**config.mk**
```make
export PLATFORM = sky130hd
export DESIGN_NAME = gsm_channel_to_synth_divider_unit
export DESIGN_NICKNAME = d
export VERILOG_FILES = /design/src/design/gcsd_pkg.sv /design/src/design/gsm_channel_to_synth_divider_unit.sv /design/src/design/gcsd_classify.sv /design/src/design/gcsd_divider.sv
export SDC_FILE = /design/constraint.sdc
export NUM_CORES = 1
export LEC_CHECK = 0
export ABC_CLOCK_PERIOD_IN_PS = 13800
export BUFFER_PORTS_ARGS = -buffer_cell sky130_fd_sc_hd__buf_2
export CORE_ASPECT_RATIO = 0.6
export CORE_UTILIZATION = 35
export DETAILED_ROUTE_END_ITERATION = 8
export SYNTH_ARGS = -nofsm -noshare
export SYNTH_HDL_FRONTEND = slang
export SYNTH_SLANG_ARGS = --single-unit
```
**constraint.sdc**
```tcl
create_clock -name clk_i -period 13.8 [get_ports clk_i]
set_input_delay 2.07 -clock clk_i [delete_from_list [all_inputs] [get_ports clk_i]]
set_output_delay 2.07 -clock clk_i [all_outputs]
set_load 0.01 [all_outputs]
```
**src/design/gcsd_pkg.sv**
```systemverilog
// ----------------------------------------------------------------------------
// gcsd_pkg: channel to synthesizer divider definitions
// Band and status codes, field widths, frequency bases and the constants
// of the divide-by-130 reciprocal used by the divider block.
// ----------------------------------------------------------------------------
package gcsd_pkg;

  localparam int unsigned ChWidth    = 12;
  localparam int unsigned FreqWidth  = 15;
  localparam int unsigned BandWidth  = 3;
  localparam int unsigned SelWidth   = 2;
  localparam int unsigned IntWidth   = 7;
  localparam int unsigned FracWidth  = 8;
  localparam int unsigned StatWidth  = 2;

  localparam logic [BandWidth-1:0] BandC850  = 3'd0;
  localparam logic [BandWidth-1:0] BandC900  = 3'd1;
  localparam logic [BandWidth-1:0] BandC1800 = 3'd2;
  localparam logic [BandWidth-1:0] BandC1900 = 3'd3;
  localparam logic [BandWidth-1:0] BandC450  = 3'd4;
  localparam logic [BandWidth-1:0] BandC480  = 3'd5;
  localparam logic [BandWidth-1:0] BandC810  = 3'd6;
  localparam logic [BandWidth-1:0] BandC750  = 3'd7;

  localparam logic [StatWidth-1:0] StatOk          = 2'd0;
  localparam logic [StatWidth-1:0] StatNoBand      = 2'd1;
  localparam logic [StatWidth-1:0] StatUnsupported = 2'd2;

  // uplink base frequencies, 100 kHz units
  localparam logic [FreqWidth-1:0] Base1900   = 15'd18502;
  localparam logic [FreqWidth-1:0] Base900Lo  = 15'd8900;
  localparam logic [FreqWidth-1:0] Base900Hi  = 15'd6852;
  localparam logic [FreqWidth-1:0] Base850    = 15'd8242;
  localparam logic [FreqWidth-1:0] Base1800   = 15'd17102;
  localparam logic [FreqWidth-1:0] Base450    = 15'd4506;
  localparam logic [FreqWidth-1:0] Base480    = 15'd4790;
  localparam logic [FreqWidth-1:0] Base810    = 15'd8060;
  localparam logic [FreqWidth-1:0] Base750    = 15'd7472;

  // VCO / 4 fits 14 bits; floor(q / 130) = (q * RecipMul) >> RecipShift
  localparam int unsigned QWidth     = 14;
  localparam int unsigned RecipShift = 21;
  localparam int unsigned RecipWidth = 15;
  localparam logic [RecipWidth-1:0] RecipMul = 15'd16132;
  localparam logic [QWidth-1:0]     FracDiv  = 14'd130;

  typedef struct packed {
    logic                 in_band;
    logic [BandWidth-1:0] band;
    logic [FreqWidth-1:0] freq;
    logic                 uplink;
  } band_info_t;

endpackage

```
**src/design/gsm_channel_to_synth_divider_unit.sv**
```systemverilog
// ----------------------------------------------------------------------------
// gsm_channel_to_synth_divider_unit: GSM channel to synthesizer divider
// Classifies a channel request into its band and computes carrier frequency,
// band select, transmit-path flag and PLL integer and fraction values.
// ----------------------------------------------------------------------------
// A transaction is taken on every cycle that start is high; busy stays low,
// so a new channel may be issued every clock. Its result passes the input
// register and the result register around one pass of classification and
// divider logic, and appears for a single cycle, marked by done_o.
// The receiver cannot stall, so each result must be captured when done_o is
// high.
module gsm_channel_to_synth_divider_unit (
  input  logic                                clk_i,
  input  logic                                rst_ni,
  input  logic                                start,
  output logic                                busy,
  input  logic [gcsd_pkg::ChWidth-1:0]        channel_number_i,
  input  logic                                pcs_flag_i,
  input  logic                                uplink_i,
  output logic                                done_o,
  output logic [gcsd_pkg::FreqWidth-1:0]      freq_tenths_mhz_o,
  output logic [gcsd_pkg::BandWidth-1:0]      band_code_o,
  output logic [gcsd_pkg::SelWidth-1:0]       band_select_o,
  output logic                                tx_path_o,
  output logic [gcsd_pkg::IntWidth-1:0]       pll_integer_o,
  output logic [gcsd_pkg::FracWidth-1:0]      pll_fraction_o,
  output logic                                out_of_spec_o,
  output logic [gcsd_pkg::StatWidth-1:0]      status_o
);
  import gcsd_pkg::*;

  logic                 in_v_q;
  logic [ChWidth-1:0]   ch_q;
  logic                 pcs_q;
  logic                 up_q;
  band_info_t           info;

  logic                 res_v_q;
  logic [FreqWidth-1:0] freq_d, freq_q;
  logic [BandWidth-1:0] band_d, band_q;
  logic [SelWidth-1:0]  sel_d, sel_q;
  logic                 tx_d, tx_q;
  logic [IntWidth-1:0]  nint_d, nint_q;
  logic [FracWidth-1:0] nfrac_d, nfrac_q;
  logic                 oos_d, oos_q;
  logic [StatWidth-1:0] stat_d, stat_q;

  assign busy = 1'b0;

  always_ff @(posedge clk_i or negedge rst_ni) begin
    if (!rst_ni) begin
      in_v_q  <= 1'b0;
      res_v_q <= 1'b0;
    end else begin
      in_v_q  <= start && !busy;
      res_v_q <= in_v_q;
    end
  end

  always_ff @(posedge clk_i) begin
    if (start && !busy) begin
      ch_q  <= channel_number_i;
      pcs_q <= pcs_flag_i;
      up_q  <= uplink_i;
    end
  end

  gcsd_classify u_classify (
    .channel_number_i (ch_q),
    .pcs_flag_i       (pcs_q),
    .uplink_i         (up_q),
    .info_o           (info)
  );

  gcsd_divider u_divider (
    .info_i            (info),
    .freq_tenths_mhz_o (freq_d),
    .band_code_o       (band_d),
    .band_select_o     (sel_d),
    .tx_path_o         (tx_d),
    .pll_integer_o     (nint_d),
    .pll_fraction_o    (nfrac_d),
    .out_of_spec_o     (oos_d),
    .status_o          (stat_d)
  );

  always_ff @(posedge clk_i) begin
    if (in_v_q) begin
      freq_q  <= freq_d;
      band_q  <= band_d;
      sel_q   <= sel_d;
      tx_q    <= tx_d;
      nint_q  <= nint_d;
      nfrac_q <= nfrac_d;
      oos_q   <= oos_d;
      stat_q  <= stat_d;
    end
  end

  assign done_o            = res_v_q;
  assign freq_tenths_mhz_o = freq_q;
  assign band_code_o       = band_q;
  assign band_select_o     = sel_q;
  assign tx_path_o         = tx_q;
  assign pll_integer_o     = nint_q;
  assign pll_fraction_o    = nfrac_q;
  assign out_of_spec_o     = oos_q;
  assign status_o          = stat_q;

`ifndef ASSERT_OFF
  a_done_follows_start: assert property (@(posedge clk_i) disable iff (!rst_ni)
    (start && !busy) |=> ##1 done_o)
    else $error("accepted transaction produced no result");

  a_no_spurious_done: assert property (@(posedge clk_i) disable iff (!rst_ni)
    !(start && !busy) |=> ##1 !done_o)
    else $error("result without accepted transaction");

  a_ok_synth_band: assert property (@(posedge clk_i) disable iff (!rst_ni)
    (done_o && status_o == StatOk) |-> (band_code_o[BandWidth-1] == 1'b0))
    else $error("ok status on a band the synthesizer lacks");

  a_noband_zero: assert property (@(posedge clk_i) disable iff (!rst_ni)
    (done_o && status_o == StatNoBand) |-> (freq_tenths_mhz_o == '0 && !tx_path_o))
    else $error("invalid channel with nonzero outputs");
`endif

endmodule

```
**src/design/gcsd_classify.sv**
```systemverilog
// ----------------------------------------------------------------------------
// gcsd_classify: band classification and carrier frequency
// Maps a channel number to its band and computes the uplink or downlink
// carrier frequency in 100 kHz units.
// ----------------------------------------------------------------------------
module gcsd_classify (
  input  logic [gcsd_pkg::ChWidth-1:0] channel_number_i,
  input  logic                         pcs_flag_i,
  input  logic                         uplink_i,
  output gcsd_pkg::band_info_t         info_o
);
  import gcsd_pkg::*;

  logic [ChWidth-1:0]   start;
  logic [FreqWidth-1:0] base;
  logic [FreqWidth-1:0] dup;
  logic [ChWidth-1:0]   offs;
  logic [FreqWidth-1:0] ul;
  logic                 hit;
  logic [BandWidth-1:0] band;

  always_comb begin
    hit   = 1'b1;
    band  = BandC900;
    start = '0;
    base  = Base900Lo;
    dup   = 15'd450;
    if (pcs_flag_i) begin
      hit   = (channel_number_i >= 12'd512) && (channel_number_i <= 12'd810);
      band  = BandC1900;
      start = 12'd512;
      base  = Base1900;
      dup   = 15'd800;
    end else if (channel_number_i <= 12'd124) begin
      band  = BandC900;
    end else if (channel_number_i >= 12'd955 && channel_number_i <= 12'd1023) begin
      band  = BandC900;
      base  = Base900Hi;
    end else if (channel_number_i >= 12'd128 && channel_number_i <= 12'd251) begin
      band  = BandC850;
      start = 12'd128;
      base  = Base850;
    end else if (channel_number_i >= 12'd512 && channel_number_i <= 12'd885) begin
      band  = BandC1800;
      start = 12'd512;
      base  = Base1800;
      dup   = 15'd950;
    end else if (channel_number_i >= 12'd259 && channel_number_i <= 12'd293) begin
      band  = BandC450;
      start = 12'd259;
      base  = Base450;
      dup   = 15'd100;
    end else if (channel_number_i >= 12'd306 && channel_number_i <= 12'd340) begin
      band  = BandC480;
      start = 12'd306;
      base  = Base480;
      dup   = 15'd100;
    end else if (channel_number_i >= 12'd350 && channel_number_i <= 12'd425) begin
      band  = BandC810;
      start = 12'd350;
      base  = Base810;
    end else if (channel_number_i >= 12'd438 && channel_number_i <= 12'd511) begin
      band  = BandC750;
      start = 12'd438;
      base  = Base750;
      dup   = 15'd300;
    end else begin
      hit   = 1'b0;
    end
  end

  assign offs = channel_number_i - start;
  assign ul   = base + {2'b00, offs, 1'b0};

  assign info_o.in_band = hit;
  assign info_o.band    = band;
  assign info_o.freq    = uplink_i ? ul : ul + dup;
  assign info_o.uplink  = uplink_i;

endmodule

```
**src/design/gcsd_divider.sv**
```systemverilog
// ----------------------------------------------------------------------------
// gcsd_divider: synthesizer divider calculation
// Chooses band select and VCO multiplier, then splits the VCO frequency into
// PLL integer (VCO / 520) and fraction parts with a reciprocal multiply.
// ----------------------------------------------------------------------------
module gcsd_divider (
  input  gcsd_pkg::band_info_t                info_i,
  output logic [gcsd_pkg::FreqWidth-1:0]      freq_tenths_mhz_o,
  output logic [gcsd_pkg::BandWidth-1:0]      band_code_o,
  output logic [gcsd_pkg::SelWidth-1:0]       band_select_o,
  output logic                                tx_path_o,
  output logic [gcsd_pkg::IntWidth-1:0]       pll_integer_o,
  output logic [gcsd_pkg::FracWidth-1:0]      pll_fraction_o,
  output logic                                out_of_spec_o,
  output logic [gcsd_pkg::StatWidth-1:0]      status_o
);
  import gcsd_pkg::*;

  localparam int unsigned ProdWidth = QWidth + RecipWidth;

  logic                  low_band;
  logic                  synth_band;
  logic [QWidth-1:0]     q;
  logic [ProdWidth-1:0]  prod;
  logic [IntWidth:0]     nint;
  logic [QWidth-1:0]     nfrac;

  assign low_band   = (info_i.band == BandC850) || (info_i.band == BandC900);
  assign synth_band = info_i.band[BandWidth-1] == 1'b0;

  // floor(vco / 4): freq for a x4 VCO, freq / 2 for a x2 VCO
  assign q     = low_band ? info_i.freq[QWidth-1:0] : info_i.freq[QWidth:1];
  assign prod  = ProdWidth'(q) * ProdWidth'(RecipMul);
  assign nint  = prod[RecipShift +: IntWidth+1];
  assign nfrac = q - QWidth'(FracDiv * QWidth'(nint));

  always_comb begin
    freq_tenths_mhz_o = '0;
    band_code_o       = '0;
    band_select_o     = '0;
    tx_path_o         = 1'b0;
    pll_integer_o     = '0;
    pll_fraction_o    = '0;
    out_of_spec_o     = 1'b0;
    status_o          = StatNoBand;
    if (info_i.in_band) begin
      freq_tenths_mhz_o = info_i.freq;
      band_code_o       = info_i.band;
      status_o          = StatUnsupported;
      if (synth_band) begin
        band_select_o  = info_i.band[SelWidth-1:0];
        tx_path_o      = info_i.uplink && low_band;
        pll_integer_o  = nint[IntWidth-1:0];
        pll_fraction_o = nfrac[FracWidth-1:0];
        out_of_spec_o  = nint[IntWidth];
        status_o       = StatOk;
      end
    end
  end

endmodule
```
Word level (Yosys, flattened, before mapping)
Index checks and enable logic that the tools add are counted.
{ "classes": {"add_sub_neg": 4, "mul": 2, "n_div": 0, "order_cmp": 16, "eq_ne": 1, "shifts": 0, "mux": 48, "bitwise_logic": 1, "reduce_logical": 12} }
{ "op_table": {"columns": ["cell", "count"], "rows": [
  ["$mux W15", 17],
  ["$mux W12", 8],
  ["$ge A12 B9 Y1 const B", 4],
  ["$le A12 B9 Y1 const B", 4],
  ["$le A12 B10 Y1 const B", 3],
  ["$mux W14", 2],
  ["$mux W3", 9],
  ["$mul A14 B12 Y26 const B", 1],
  ["$ge A12 B10 Y1 const B", 2],
  ["$add A15 B13 Y15", 1],
  ["$add A15 B15 Y15", 1],
  ["$ge A12 B8 Y1 const B", 1],
  ["$le A12 B7 Y1 const B", 1],
  ["$le A12 B8 Y1 const B", 1],
  ["$sub A12 B12 Y12", 1],
  ["$logic_and A1 B1 Y1", 9],
  ["$mux W1", 9],
  ["$mux W9", 1],
  ["$mux W8", 1],
  ["$sub A8 B8 Y8", 1],
  ["$mul A7 B7 Y7 const A", 1],
  ["$eq A3 B1 Y1 const B", 1],
  ["$logic_not A3 Y1", 1],
  ["$mux W2", 1],
  ["3 further kinds", 3]
]} }
{ "word_totals": {"regBits": 54, "latchBits": 0, "ramBits": 0, "rom_bits": 0, "inputBits": 17, "output_inout_bits": 41, "wordCells": 96, "n_memories": 0} }

Longest topological paths before layout
{ "logic_depth": {"word_depth": 19, "mapped_depth": 53} }

Cells and area by module
From an unflattened synthesis, not the netlist that was laid out.
{ "unflattened": {"hier_cells": 699, "area_unflattened_um2": 6703.9} }
{ "by_module_without_submodules": {"columns": ["mod", "n_inst", "cells_each", "area_per_inst_um2", "seq_area_each_um2"], "rows": [
  ["gcsd_divider", 1, 328, 2889.0, 0.0],
  ["gcsd_classify", 1, 314, 2162.1, 0.0],
  ["gsm_channel_to_synth_divider_unit", 1, 57, 1652.8, 1641.6]
]} }

Worst setup path after synthesis
OpenSTA, ideal clock, no wires.
{ "synth_path": {"path_type": "reg2reg", "start": "reg ch_q[10]", "end": "reg nfrac_q[7], in the netlist pll_fraction_o[7] (data pin)", "setup_ns": 0.262, "t_arrival_ns": 10.279, "path_slack_ns": 3.259, "path_stages_with_launch": 48, "n_path_buf": 1, "synth_period_minus_slack_ns": 10.541, "cell_sequence": "edfxtp_1 -> buf_6 -> or4b_4 -> nor3_4 -> a22oi_2 -> nand2_1 -> nor2_1 -> nor2_1 -> inv_1 -> ha_1 -> nor2b_1 -> o21ai_0 -> a21boi_0 -> o21ai_0 -> a21boi_0 -> nor2_1 -> ha_1 -> or2_2 -> (+12 left out) -> fa_1 -> ha_1 -> ha_1 -> o21ai_0 -> a211oi_1 -> and2_1 -> and2_1 -> inv_1 -> a31oi_1 -> o21ai_0 -> nand2b_1 -> xnor2_1 -> ha_1 -> a21oi_1 -> o31ai_1 -> a31oi_1 -> xnor2_1 -> mux2_1"} }
{ "synth_lines": {"columns": ["element", "line_no", "text"], "rows": [
  ["from (decl)", "gsm_channel_to_synth_divider_unit.sv:33", "logic [ChWidth-1:0] ch_q;"],
  ["from (signal assigned)", "gsm_channel_to_synth_divider_unit.sv:62", "ch_q <= channel_number_i;"],
  ["to (signal assigned)", "gsm_channel_to_synth_divider_unit.sv:94", "nfrac_q <= nfrac_d;"],
  ["to (decl)", "gsm_channel_to_synth_divider_unit.sv:44", "logic [FracWidth-1:0] nfrac_d, nfrac_q;"]
]} }

==> flow_summary_export.csv <==
group,metric,value,unit
outcome,status,"finished, final reports clean",
clock_tree,cts_max_path_buffers,2,
global_route,grt_pass1_wl,28500,um
die,core,0.0190,mm2
die,ios,58,
critical_path,worst_path_max_delay_cell,"mux2i_1",
cells_and_area,num_antenna_cells,0,
clock_tree,holdBufCountCts,0,
cells_and_area,mostFrequentLayoutCells,"ha_1 (102), inv_1 (90), nor2_1 (68)",
critical_path,start_kind,"register",
cells_and_area,syn2layout_area_growth,9.03,%
yosys,syn_inst,735,
critical_path,cp.depth,47,
place,hpwl,14900,um
global_route,grt.total_usage,0.189,
job,max_cap_violations,0,
route,drt_iter0_drc,519,
yosys,synth.distinct_cells,78,
die,row_count,39,
yosys,synth_edf_count,50,
route,drcViolationCount,0,
route,drt-pass1-iter-count,5,
critical_path,critPathTopFamily,"adder cells",
clock_tree,clock_latency,0.31,ns
yosys,ys.flop_type,"edfxtp_1",
yosys,async_flop_share,0.0385,
critical_path,cpPeakStageDelay,0.64,ns
critical_path,cp.required,13.87,ns
yosys,seq_area_frac_synth,0.227,
cells_and_area,nets,936,
cells_and_area,multi_input_area,0.00480,mm2
sta,fmax,79.1,MHz
yosys,synthesis.area,0.00682,mm2
critical_path,crit_top_cell,"ha_1",
place,gp_congestion,0.951,
sta,whs,0.740,ns
route,wl_per_cell,17.5,um
critical_path,worstPathArrival,12.71,ns
critical_path,crit_path_end_kind,"register",
clock_tree,cts_inserted_buffers,5,
sta,finalSetupViolCount,0,
yosys,syn_area_per_cell,9.28,um2
global_route,grt_pass1_vias,4994,
cells_and_area,layout_commonest_cell,"ha_1",
route,wl,17900,um
cells_and_area,layout-drive-gt1-share,0.125,
critical_path,endpoint,"pll_fraction_o[7]",
route,viasPerCell,5.25,
critical_path,r2r_cells,47,
clock_tree,clock_sinks,52,
critical_path,crit_buf_inv,5,
min_path,hold_class,"reg -> reg",
cells_and_area,layout.area.seq,0.00155,mm2
sta,rsz0062_at_grt,"false",
die,initial_core_util,0.358,
global_route,antenna_found_initial,0,
sta,fin_crit_sh,0.916,
die,die_h,110,um
place,port_buffers,54,
yosys,ys_warn_count,0,
die,fp.dieW,182,um
critical_path,r2r_setup_slack,1.16,ns
critical_path,r2r_start,"ch_q[6]",
critical_path,r2r_end,"pll_fraction_o[7]",
sta,drv_slew,0,
clock_tree,clkTransAtPathRegs,0.08,ns
die,die_area,0.0201,mm2
global_route,grt_max_degree,38,
global_route,overflow,0,
yosys,yosys_register_bits,52,
critical_path,path_class,"reg -> reg",
critical_path,startpoint,"ch_q[6]",
place,place_area,0.00728,mm2
clock_tree,cts-root-buf,"clkbuf_16",
sta,finalSetupTns,0,ns
clock_tree,ctsHtreeMaxLevel,2,
clock_tree,cts_setup_buffers,0,
route,vias,5381,
cells_and_area,fin_area,0.00744,mm2
clock_tree,cts_repair_resize_count,0,
sta,fin_skew,0.00795,ns
critical_path,worstPathMaxFanout,12,
cells_and_area,fillers,1888,
sta,hold_viol,0,
sta,period_needed,12.64,ns
clock_tree,tritoncts,"done",
sta,maxSlewHeadroom,0.316,
sta,tightest_slew,0.997,ns
route,drtAntennaViolNets,0,
## layout make-up
| class | count | share of cell area |
|---|---|---|
| Clock buffer | 5 | 0.0168 |
| Clock inverter | 3 | 0.00353 |
| Inverter | 90 | 0.0454 |
| Multi-Input combinational cell | 573 | 0.646 |
| Sequential cell | 52 | 0.209 |
| Tap cell | 246 | 0.0414 |
| Timing Repair Buffer | 56 | 0.0384 |
## how the worst min path moves through the flow
stage | start | cells past startpoint | slack [ns] | to
6_report | in_v_q | 1 | 0.74 | done_o
5_1_grt | in_v_q | 1 | 0.80 | done_o
4_1_cts | in_v_q | 1 | 0.77 | done_o
3_5_place_dp | in_v_q | 1 | 0.75 | done_o
3_3_place_gp | in_v_q | 1 | 0.75 | done_o
2_1_floorplan | pcs_q | 3 | 0.78 | band_code_o[0]
## through the flow
| step | setup WS, ns | utilization | std cells |
|---|---|---|---|
| after floorplan | 3.26 | - | 737 |
| after global placement | 1.33 | 0.383 | 1017 |
| after detailed placement | 1.36 | 0.383 | 1017 |
| after CTS | 1.29 | 0.391 | 1025 |
| after global routing | 0.178 | 0.391 | 1025 |
| final | 1.16 | 0.391 | 1025 |
## registers in the layout, summed over array words and instances, names as in the netlist
name,cells
pll_fraction_o,8
freq_tenths_mhz_o,14
band_code_o,3
pll_integer_o,7
band_select_o,2
tx_path_o,1
done_o,1
up_q,1
status_o,1
in_v_q,1
ch_q,12
pcs_q,1
## logic make-up (layout without fill, tap and decap cells)
group / Yosys count / after routing / synth area share
AND/OR/NAND/NOR: 210 / 210 / 0.152
AO/OA/AOI/OAI: 163 / 163 / 0.171
adder cells (fa/ha/maj): 141 / 141 / 0.302
buffers and inverters: 112 / 154 / 0.0703
flip-flops: 52 / 52 / 0.227
XOR/XNOR: 39 / 39 / 0.0501
multiplexers: 17 / 17 / 0.0272
other: 1 / 3 / 0.000550
## layer usage
| layer | part of all wire | vias to the layer above | wire, um | track usage |
|---|---|---|---|---|
| met1 | 0.58 | 2514 | 10400 | 0.317 |
| met5 | 0 | - | 0 | 0 |
| met3 | 0.090 | 5 | 1610 | 0.0509 |
| met4 | 0.0023 | 0 | 42 | 0.0162 |
| met2 | 0.33 | 193 | 5900 | 0.230 |
| li1 | - | 2669 | - | - |
## worst register-to-register path, delay by kind of cell (launching register included)
family                   cells  cell delay [ns]
adder cells (fa/ha/maj)     10             4.15
buffers and inverters        5             0.39
XOR/XNOR                     2             0.30
AND/OR/NAND/NOR             10             2.29
AO/OA/AOI/OAI               18             3.66
multiplexers                 2             0.97
flip-flops                   1             0.63
## cell usage after synthesis, types with 6 or more instances
cell        n  area [um2]
a211oi_1    6        45.0
a21boi_0    9        67.6
a21o_1     20         150
a21oi_1    35         175
a31oi_1     6        37.5
and3_1     10        62.6
buf_2       6        30.0
buf_4       6        45.0
clkbuf_1    6        22.5
edfxtp_1   50        1500
fa_1       39         781
ha_1      102        1280
inv_1      90         338
mux2_2      7        78.8
mux2i_1     8        80.1
nand2_1    45         169
nand2b_1    8        50.1
nand3_1    11        55.1
nor2_1     68         255
nor2b_1    12        75.1
nor3_1     23         115
o21a_1      6        45.0
o21ai_0    34         170
or2_2       6        37.5
xnor2_1    21         184
xor2_1     18         158
Power is not shown: default switching activity piles up to over one toggle a cycle in this logic, so the estimate is an artifact.
